<file path="config.mk">
export PLATFORM = sky130hd
export DESIGN_NAME = color_ramp_interpolator_unit
export DESIGN_NICKNAME = d
export VERILOG_FILES = /design/src/hw/rtl/cramp_pkg.sv /design/src/hw/rtl/cramp_div.sv /design/src/hw/rtl/cramp_mix.sv /design/src/hw/rtl/color_ramp_interpolator_unit.sv
export SDC_FILE = /design/constraint.sdc
export NUM_CORES = 2
export LEC_CHECK = 0
export BUFFER_PORTS_ARGS = -buffer_cell sky130_fd_sc_hd__buf_2
export CELL_PAD_IN_SITES_DETAIL_PLACEMENT = 1
export CELL_PAD_IN_SITES_GLOBAL_PLACEMENT = 1
export CORE_ASPECT_RATIO = 0.9
export CORE_UTILIZATION = 38
export DETAILED_ROUTE_END_ITERATION = 12
export PLACE_DENSITY_LB_ADDON = 0.1
export SLEW_MARGIN = 20
export SYNTH_ARGS = -nofsm -noshare
export SYNTH_HDL_FRONTEND = slang
export SYNTH_HIERARCHICAL = 1
export SYNTH_SLANG_ARGS = --single-unit
</file>
<file path="constraint.sdc">
create_clock -name clk -period 13.4 [get_ports clk]
set_clock_uncertainty 0.1 [all_clocks]
set_input_delay 2.68 -clock clk [delete_from_list [all_inputs] [get_ports clk]]
set_output_delay 2.68 -clock clk [all_outputs]
set_load 0.1 [all_outputs]
</file>
<file path="src/hw/rtl/cramp_pkg.sv">
package cramp_pkg;

    localparam int MAX_STOPS = 16;
    localparam int IDX_W     = $clog2(MAX_STOPS);
    localparam int CNT_W     = $clog2(MAX_STOPS + 1);

    localparam int POS_W     = 16;
    localparam int CH_W      = 8;
    localparam int CH_N      = 4;
    localparam int ACC_W     = CH_W + POS_W;
    localparam int CH_CNT_W  = $clog2(CH_W);
    localparam int DIV_CNT_W = $clog2(POS_W);

    localparam logic OP_ADD    = 1'b0;
    localparam logic OP_LOOKUP = 1'b1;

    typedef enum logic [1:0] {
        ST_OK    = 2'd0,
        ST_RANGE = 2'd1,
        ST_FULL  = 2'd2,
        ST_DUP   = 2'd3
    } status_t;

    // lane 0 red, 1 green, 2 blue, 3 alpha
    typedef logic [CH_N-1:0][CH_W-1:0] rgba_t;

    typedef struct packed {
        logic             op;
        logic [POS_W-1:0] offset;
        logic [CH_W-1:0]  red_in;
        logic [CH_W-1:0]  green_in;
        logic [CH_W-1:0]  blue_in;
        logic [CH_W-1:0]  alpha_in;
    } item_t;

    typedef struct packed {
        logic [CH_W-1:0] red_out;
        logic [CH_W-1:0] green_out;
        logic [CH_W-1:0] blue_out;
        logic [CH_W-1:0] alpha_out;
        status_t         status;
    } result_t;

endpackage

</file>
<file path="src/hw/rtl/cramp_div.sv">
module cramp_div
(
    input  logic                        clk,
    input  logic                        rst_n,
    input  logic                        start,
    input  logic [cramp_pkg::POS_W-1:0] num,
    input  logic [cramp_pkg::POS_W-1:0] den,
    output logic                        done,
    output logic [cramp_pkg::POS_W-1:0] quot
);

    logic [cramp_pkg::POS_W-1:0]     rem_reg, rem_next;
    logic [cramp_pkg::POS_W-1:0]     den_reg, den_next;
    logic [cramp_pkg::POS_W-1:0]     quot_reg, quot_next;
    logic [cramp_pkg::DIV_CNT_W-1:0] cnt_reg, cnt_next;
    logic                            busy_reg, busy_next;
    logic                            done_reg, done_next;

    logic [cramp_pkg::POS_W:0] rem_sh;
    logic [cramp_pkg::POS_W:0] den_ext;
    logic [cramp_pkg::POS_W:0] diff;
    logic                      ge;

    // restoring division, one quotient bit per cycle, msb first
    assign rem_sh  = {rem_reg, 1'b0};
    assign den_ext = {1'b0, den_reg};
    assign ge      = rem_sh >= den_ext;
    assign diff    = rem_sh - den_ext;

    always_comb
    begin
        rem_next  = rem_reg;
        den_next  = den_reg;
        quot_next = quot_reg;
        cnt_next  = cnt_reg;
        busy_next = busy_reg;
        done_next = 1'b0;
        if (start)
        begin
            rem_next  = num;
            den_next  = den;
            quot_next = '0;
            cnt_next  = '0;
            busy_next = 1'b1;
        end
        else if (busy_reg)
        begin
            rem_next  = ge ? diff[cramp_pkg::POS_W-1:0] : rem_sh[cramp_pkg::POS_W-1:0];
            quot_next = {quot_reg[cramp_pkg::POS_W-2:0], ge};
            cnt_next  = cnt_reg + 1'b1;
            if (cnt_reg == cramp_pkg::DIV_CNT_W'(cramp_pkg::POS_W - 1))
            begin
                busy_next = 1'b0;
                done_next = 1'b1;
            end
        end
    end

    always_ff @(posedge clk or negedge rst_n)
    begin
        if (!rst_n)
        begin
            busy_reg <= 1'b0;
            done_reg <= 1'b0;
        end
        else
        begin
            busy_reg <= busy_next;
            done_reg <= done_next;
        end
    end

    always_ff @(posedge clk)
    begin
        rem_reg  <= rem_next;
        den_reg  <= den_next;
        quot_reg <= quot_next;
        cnt_reg  <= cnt_next;
    end

    assign done = done_reg;
    assign quot = quot_reg;

endmodule

</file>
<file path="src/hw/rtl/cramp_mix.sv">
module cramp_mix
(
    input  logic                        clk,
    input  logic                        rst_n,
    input  logic                        start,
    input  cramp_pkg::rgba_t            c1,
    input  cramp_pkg::rgba_t            c2,
    input  logic [cramp_pkg::POS_W-1:0] t,
    output logic                        done,
    output cramp_pkg::rgba_t            color
);

    cramp_pkg::rgba_t                                    c1_reg, c1_next;
    cramp_pkg::rgba_t                                    mag_reg, mag_next;
    logic [cramp_pkg::CH_N-1:0]                          neg_reg, neg_next;
    logic [cramp_pkg::CH_N-1:0][cramp_pkg::ACC_W-1:0]    acc_reg, acc_next;
    logic [cramp_pkg::POS_W-1:0]                         t_reg, t_next;
    logic [cramp_pkg::CH_CNT_W-1:0]                      cnt_reg, cnt_next;
    logic                                                busy_reg, busy_next;
    logic                                                done_reg, done_next;

    logic [cramp_pkg::CH_W-1:0] hi;
    logic                       rnd;

    // four lanes, one bit of |c2 - c1| per cycle, msb first
    always_comb
    begin
        c1_next   = c1_reg;
        mag_next  = mag_reg;
        neg_next  = neg_reg;
        acc_next  = acc_reg;
        t_next    = t_reg;
        cnt_next  = cnt_reg;
        busy_next = busy_reg;
        done_next = 1'b0;
        if (start)
        begin
            c1_next   = c1;
            t_next    = t;
            cnt_next  = '0;
            busy_next = 1'b1;
            for (int k = 0; k < cramp_pkg::CH_N; k++)
            begin
                neg_next[k] = c2[k] < c1[k];
                mag_next[k] = (c2[k] < c1[k]) ? (c1[k] - c2[k]) : (c2[k] - c1[k]);
                acc_next[k] = '0;
            end
        end
        else if (busy_reg)
        begin
            for (int k = 0; k < cramp_pkg::CH_N; k++)
            begin
                acc_next[k] = {acc_reg[k][cramp_pkg::ACC_W-2:0], 1'b0}
                            + (mag_reg[k][cramp_pkg::CH_W-1]
                               ? {{cramp_pkg::CH_W{1'b0}}, t_reg}
                               : {cramp_pkg::ACC_W{1'b0}});
                mag_next[k] = {mag_reg[k][cramp_pkg::CH_W-2:0], 1'b0};
            end
            cnt_next = cnt_reg + 1'b1;
            if (cnt_reg == cramp_pkg::CH_CNT_W'(cramp_pkg::CH_W - 1))
            begin
                busy_next = 1'b0;
                done_next = 1'b1;
            end
        end
    end

    // c1 plus the floor of the signed product (c2 - c1) * t over 65536
    always_comb
    begin
        hi  = '0;
        rnd = 1'b0;
        for (int k = 0; k < cramp_pkg::CH_N; k++)
        begin
            hi  = acc_reg[k][cramp_pkg::ACC_W-1:cramp_pkg::POS_W];
            rnd = |acc_reg[k][cramp_pkg::POS_W-1:0];
            if (neg_reg[k])
                color[k] = c1_reg[k] - hi - {{(cramp_pkg::CH_W-1){1'b0}}, rnd};
            else
                color[k] = c1_reg[k] + hi;
        end
    end

    always_ff @(posedge clk or negedge rst_n)
    begin
        if (!rst_n)
        begin
            busy_reg <= 1'b0;
            done_reg <= 1'b0;
        end
        else
        begin
            busy_reg <= busy_next;
            done_reg <= done_next;
        end
    end

    always_ff @(posedge clk)
    begin
        c1_reg  <= c1_next;
        mag_reg <= mag_next;
        neg_reg <= neg_next;
        acc_reg <= acc_next;
        t_reg   <= t_next;
        cnt_reg <= cnt_next;
    end

    assign done = done_reg;

endmodule

</file>
<file path="src/hw/rtl/color_ramp_interpolator_unit.sv">
// color ramp interpolator: sorted table of up to 16 color stops
// item channel (item_valid, item_stall, item): op 0 adds a stop at its
// sorted place, op 1 looks up the interpolated rgba color at an offset
// result channel (result_valid, result_stall, result): one beat per item,
// color plus status (ok, empty or out of range, table full, duplicate)
// items are worked one at a time; item_stall is high while one is in work,
// so the next item is taken in the cycle after the previous result is registered
// stop search walks the table one entry per cycle
// add: stop search, then the insert step (skipped for a duplicate),
// then the result register; lookup: stop search, then bit-serial
// division and bit-serial per-channel multiply; exact hits and
// out-of-range offsets finish after the search
// a finished beat sits in the result register while the next item is
// taken; if result_stall is still high when the next result is ready,
// that result waits inside until the register frees up
// reset empties the stop table and drops result_valid
module color_ramp_interpolator_unit
(
    input  logic                clk,
    input  logic                rst_n,
    input  logic                item_valid,
    output logic                item_stall,
    input  cramp_pkg::item_t    item,
    output logic                result_valid,
    input  logic                result_stall,
    output cramp_pkg::result_t  result
);

    typedef enum logic [5:0] {
        S_IDLE   = 6'b000001,
        S_SCAN   = 6'b000010,
        S_INSERT = 6'b000100,
        S_DIV    = 6'b001000,
        S_MIX    = 6'b010000,
        S_FINISH = 6'b100000
    } state_t;

    state_t state_reg, state_next;

    logic [cramp_pkg::POS_W-1:0] pos_mem [cramp_pkg::MAX_STOPS];
    cramp_pkg::rgba_t            col_mem [cramp_pkg::MAX_STOPS];

    logic [cramp_pkg::CNT_W-1:0] count_reg, count_next;
    logic                        result_valid_reg, result_valid_next;
    cramp_pkg::result_t          result_reg, result_next;

    logic                        op_reg, op_next;
    logic [cramp_pkg::POS_W-1:0] offset_reg, offset_next;
    cramp_pkg::rgba_t            new_col_reg, new_col_next;
    logic [cramp_pkg::CNT_W-1:0] idx_reg, idx_next;
    logic [cramp_pkg::CNT_W-1:0] at_reg, at_next;
    logic [cramp_pkg::POS_W-1:0] prev_pos_reg, prev_pos_next;
    cramp_pkg::rgba_t            prev_col_reg, prev_col_next;
    cramp_pkg::rgba_t            hi_col_reg, hi_col_next;
    cramp_pkg::rgba_t            res_col_reg, res_col_next;
    cramp_pkg::status_t          res_status_reg, res_status_next;

    logic [cramp_pkg::IDX_W-1:0] rd_idx;
    logic [cramp_pkg::POS_W-1:0] rd_pos;
    cramp_pkg::rgba_t            rd_col;
    logic                        scan_end;
    logic                        hit;
    logic                        above;
    logic                        full;
    logic                        ins_en;

    logic                        div_start;
    logic [cramp_pkg::POS_W-1:0] div_num;
    logic [cramp_pkg::POS_W-1:0] div_den;
    logic                        div_done;
    logic [cramp_pkg::POS_W-1:0] div_quot;
    logic                        mix_start;
    logic                        mix_done;
    cramp_pkg::rgba_t            mix_color;

    assign rd_idx   = idx_reg[cramp_pkg::IDX_W-1:0];
    assign rd_pos   = pos_mem[rd_idx];
    assign rd_col   = col_mem[rd_idx];
    assign scan_end = idx_reg == count_reg;
    assign hit      = rd_pos == offset_reg;
    assign above    = rd_pos > offset_reg;
    assign full     = count_reg == cramp_pkg::CNT_W'(cramp_pkg::MAX_STOPS);
    assign div_num  = offset_reg - prev_pos_reg;
    assign div_den  = rd_pos - prev_pos_reg;

    cramp_div u_div
    (
        .clk   (clk),
        .rst_n (rst_n),
        .start (div_start),
        .num   (div_num),
        .den   (div_den),
        .done  (div_done),
        .quot  (div_quot)
    );

    cramp_mix u_mix
    (
        .clk   (clk),
        .rst_n (rst_n),
        .start (mix_start),
        .c1    (prev_col_reg),
        .c2    (hi_col_reg),
        .t     (div_quot),
        .done  (mix_done),
        .color (mix_color)
    );

    always_comb
    begin
        state_next        = state_reg;
        count_next        = count_reg;
        result_valid_next = result_valid_reg;
        result_next       = result_reg;
        op_next           = op_reg;
        offset_next       = offset_reg;
        new_col_next      = new_col_reg;
        idx_next          = idx_reg;
        at_next           = at_reg;
        prev_pos_next     = prev_pos_reg;
        prev_col_next     = prev_col_reg;
        hi_col_next       = hi_col_reg;
        res_col_next      = res_col_reg;
        res_status_next   = res_status_reg;
        div_start         = 1'b0;
        mix_start         = 1'b0;
        ins_en            = 1'b0;

        if (!result_stall)
            result_valid_next = 1'b0;

        unique case (state_reg)
            S_IDLE:
            begin
                if (item_valid)
                begin
                    op_next         = item.op;
                    offset_next     = item.offset;
                    new_col_next    = {item.alpha_in, item.blue_in, item.green_in, item.red_in};
                    idx_next        = '0;
                    res_col_next    = '0;
                    res_status_next = cramp_pkg::ST_OK;
                    state_next      = S_SCAN;
                end
            end
            S_SCAN:
            begin
                if (op_reg == cramp_pkg::OP_ADD)
                begin
                    priority if (scan_end)
                    begin
                        at_next    = idx_reg;
                        state_next = S_INSERT;
                    end
                    else if (hit)
                    begin
                        res_status_next = cramp_pkg::ST_DUP;
                        state_next      = S_FINISH;
                    end
                    else if (above)
                    begin
                        at_next    = idx_reg;
                        state_next = S_INSERT;
                    end
                    else
                        idx_next = idx_reg + 1'b1;
                end
                else
                begin
                    priority if (scan_end)
                    begin
                        res_status_next = cramp_pkg::ST_RANGE;
                        state_next      = S_FINISH;
                    end
                    else if (hit)
                    begin
                        res_col_next = rd_col;
                        state_next   = S_FINISH;
                    end
                    else if (above)
                    begin
                        if (idx_reg == '0)
                        begin
                            res_status_next = cramp_pkg::ST_RANGE;
                            state_next      = S_FINISH;
                        end
                        else
                        begin
                            hi_col_next = rd_col;
                            div_start   = 1'b1;
                            state_next  = S_DIV;
                        end
                    end
                    else
                    begin
                        prev_pos_next = rd_pos;
                        prev_col_next = rd_col;
                        idx_next      = idx_reg + 1'b1;
                    end
                end
            end
            S_INSERT:
            begin
                if (full)
                    res_status_next = cramp_pkg::ST_FULL;
                else
                begin
                    ins_en     = 1'b1;
                    count_next = count_reg + 1'b1;
                end
                state_next = S_FINISH;
            end
            S_DIV:
            begin
                if (div_done)
                begin
                    mix_start  = 1'b1;
                    state_next = S_MIX;
                end
            end
            S_MIX:
            begin
                if (mix_done)
                begin
                    res_col_next = mix_color;
                    state_next   = S_FINISH;
                end
            end
            S_FINISH:
            begin
                if (!result_valid_reg || !result_stall)
                begin
                    result_next.red_out   = res_col_reg[0];
                    result_next.green_out = res_col_reg[1];
                    result_next.blue_out  = res_col_reg[2];
                    result_next.alpha_out = res_col_reg[3];
                    result_next.status    = res_status_reg;
                    result_valid_next     = 1'b1;
                    state_next            = S_IDLE;
                end
            end
            default:
            begin
                state_next = S_IDLE;
            end
        endcase
    end

    // insertion moves every entry above the slot up by one
    always_ff @(posedge clk)
    begin
        if (ins_en)
        begin
            for (int i = 0; i < cramp_pkg::MAX_STOPS; i++)
            begin
                if (cramp_pkg::CNT_W'(i) == at_reg)
                begin
                    pos_mem[i] <= offset_reg;
                    col_mem[i] <= new_col_reg;
                end
                else if (i > 0 && cramp_pkg::CNT_W'(i) > at_reg)
                begin
                    pos_mem[i] <= pos_mem[(i > 0) ? i - 1 : 0];
                    col_mem[i] <= col_mem[(i > 0) ? i - 1 : 0];
                end
            end
        end
    end

    always_ff @(posedge clk or negedge rst_n)
    begin
        if (!rst_n)
        begin
            state_reg        <= S_IDLE;
            count_reg        <= '0;
            result_valid_reg <= 1'b0;
        end
        else
        begin
            state_reg        <= state_next;
            count_reg        <= count_next;
            result_valid_reg <= result_valid_next;
        end
    end

    always_ff @(posedge clk)
    begin
        result_reg     <= result_next;
        op_reg         <= op_next;
        offset_reg     <= offset_next;
        new_col_reg    <= new_col_next;
        idx_reg        <= idx_next;
        at_reg         <= at_next;
        prev_pos_reg   <= prev_pos_next;
        prev_col_reg   <= prev_col_next;
        hi_col_reg     <= hi_col_next;
        res_col_reg    <= res_col_next;
        res_status_reg <= res_status_next;
    end

    assign item_stall   = state_reg != S_IDLE;
    assign result_valid = result_valid_reg;
    assign result       = result_reg;

endmodule

</file>
==> flow_metrics.py <==
metrics = {
    "critical_path": {
        "critPathMaxStageDelay_ns": 0.86,
        "slowest_stage": "buf_4",
        "path_max_fanout": 71,
        "crit_family": "buffers and inverters",
        "crit_type": "register to register",
        "worstPathCellList": "buf_4 > mux4_2 > mux4_2 > ha_1 > nand4_1 > nor4_1 > o21ai_0 > o211ai_1 > nor4b_2 > buf_4 > or2_2",
        "worst-path-buf-inv": 2,
        "arrival_ns": 6.50,
        "start_kind": "register",
        "worstPathRequired_ns": 13.71,
        "setup.worst_path.end_class": "register",
    },
    "cells_and_area": {
        "drive_gt1_share_pct": 27.4,
        "largest_reg_flops": 512,
        "instances_no_fill": 7145,
        "fillCellCount": 17200,
        "postLayoutCellArea_um2": 73100,
        "fin_nets": 5110,
        "syn_to_final_growth_pct": 11.8,
    },
    "floorplanning": {
        "die_y_um": 396,
        "rows": 144,
        "start_util_pct": 38.2,
        "ios": 89,
        "die_area_um2": 174000,
        "coreArea_um2": 171000,
        "die_w_um": 439,
    },
    "pwr": {
        "leakagePower_uw": 0.0260,
        "max-vdd-ir-drop_v": 0.000148,
        "p_per_area_nw_per_um2": 179,
    },
    "yosys": {
        "synth_area_per_cell_um2": 13.8,
        "ys.flop_type": "edfxtp_1",
        "synth_area_leaders": "edfxtp_1 50%, mux2_2 11%, mux4_2 8.3%",
        "yosysSeqAreaShare_pct": 54.5,
        "synth_most_common_cell": "edfxtp_1",
        "async_reset_ff_share_pct": 1.30,
        "syn-cell-area_um2": 65400,
        "yosysTopAreaCellShare_pct": 50.1,
        "synth_nets": 5072,
        "netlist_top_cells_count": "1091 x edfxtp_1, 664 x mux2_2, 269 x inv_1",
        "yosys_warnings": 6,
        "yosysUniqueCellTypes": 95,
        "synth_cells": 4727,
        "synth-seq-cells": 1230,
        "synth_top_cell_by_area": "edfxtp_1",
        "synth_edf_count": 1091,
    },
    "clock_network": {
        "numCtsBuffers": 144,
        "cts-hold-fix-buffers": 0,
        "cts_root_buffer": "clkbuf_16",
        "cts.htree.levels": 4,
        "cts_buffer_depth": 3,
        "cts_setup_buffers": 0,
        "clock_latency_ns": 0.79,
        "cts_resized": 0,
        "cts_sinks": 1230,
        "clk_pin_slew_ns": 0.06,
        "cts_tree": "done",
    },
    "timing": {
        "period_share_pct": 46.2,
        "holdWs_ns": 0.318,
        "setup_viol": 0,
        "worst_pin_slew_ns": 1.17,
        "rsz0062_at_grt": "no",
        "drv_slew": 0,
        "hold_violations": 0,
        "worst_slack_ns": 7.21,
        "setup_tns_ns": 0,
        "period_needed_ns": 6.19,
        "slew_headroom_pct": 22.3,
        "max_freq_mhz": 161,
    },
    "global_routing": {
        "grt_first_pass_wirelength_um": 283000,
        "grt_max_degree": 91,
        "grt_util_all_layers_pct": 21.9,
        "antenna_found_initial": 5,
        "grt_pass1_vias": 41900,
        "grt_overflow_total": 0,
    },
    "placed_design": {
        "place_hpwl_um": 119000,
        "post-place-cells": 6882,
        "routabilityCongestion": 0.805,
        "pre_cts_ws_ns": 7.06,
        "io_buffers": 88,
        "place_area_um2": 68200,
    },
    "run_status": {
        "status": "finished, final reports clean",
    },
    "worst_hold_path": {
        "worstHoldStart": "res_col_reg[6]$_DFFE_PP_",
        "hp-class": "register to register",
    },
    "detailed_routing": {
        "vias": 40100,
        "wl_per_cell_um": 26.7,
        "drcViolationCount": 0,
        "wirelength_um": 191000,
        "ant_nets": 0,
        "drtIter0Drc": 3147,
        "dr.pass1.iters": 5,
        "avgViaCountPerCell": 5.61,
    },
    "job": {
        "max-cap-violations": 0,
    },
}
==> power breakdown <==
part	internal [uW]	switching [uW]
Sequential	4750	414
Clock	2470	1680
Combinational	1730	2070
==> per-stage QoR <==
stage | power [uW] | util [%]
global route | 13700 | 42.8
detailed placement | 9070 | 39.9
floorplan | 7780 | -
CTS | 13300 | 42.8
finish | 13100 | 42.8
global placement | 9010 | 39.9
==> cell families after synthesis <==
logic type	Yosys count	share of synthesized area, %
buf+inv	532	3.28
simple gates	823	6.27
xor+xnor	165	2.21
mux	989	21.1
compound gates	696	6.79
fa+ha+maj	292	5.90
flops	1230	54.5
==> worst paths after layout <==
path	endpoint	slack, ns	cells after the start
max in group asynchronous	u_mix/busy_reg$_DFF_PN0_	11.00	1
worst min register to register	result[32]$_DFFE_PP_	0.32	0
worst max-delay path	u_div/rem_reg[2]$_DFFE_PP_	7.21	11
worst min-delay path	result[32]$_DFFE_PP_	0.32	0
min in group asynchronous	u_mix/busy_reg$_DFF_PN0_	1.80	1
worst max register to register	u_div/rem_reg[2]$_DFFE_PP_	7.21	11
==> layout by cell type (no fill, tap or decap), drive strengths merged, types with 54 or more instances in the layout <==
| cell type | n |
|---|---|
| nand3 | 69 |
| buf | 153 |
| xnor2 | 122 |
| a21o | 55 |
| nor2 | 171 |
| ha | 265 |
| clkinv | 54 |
| dfxtp | 123 |
| nand2 | 251 |
| edfxtp | 1091 |
| mux2 | 681 |
| a21oi | 198 |
| mux2i | 68 |
| mux4 | 240 |
| clkbuf | 182 |
| o21ai | 191 |
| inv | 269 |
| and2 | 67 |
==> per-layer routing <==
layer	routed length, um	up-vias	global-route usage [%]	share of wire, %
met2	88400	790	34.8	46
li1	-	18100	-	-
met3	8250	228	3.68	4.3
met4	4390	2	5.45	2.3
met5	20	-	0	0.010
met1	89700	21000	31.2	47
==> area by class of cell <==
type	count	area [um2]	area share [%]
Clock buffer	182	3780	5.17
Tap cell	2263	2830	3.87
Inverter	271	1040	1.42
Antenna cell	1	2.50	0.00342
Clock inverter	80	1100	1.50
Timing Repair Buffer	153	953	1.30
Sequential cell	1230	35600	48.7
Multi-Input combinational cell	2965	27800	38.0
Power figures use the tool's default switching activity.
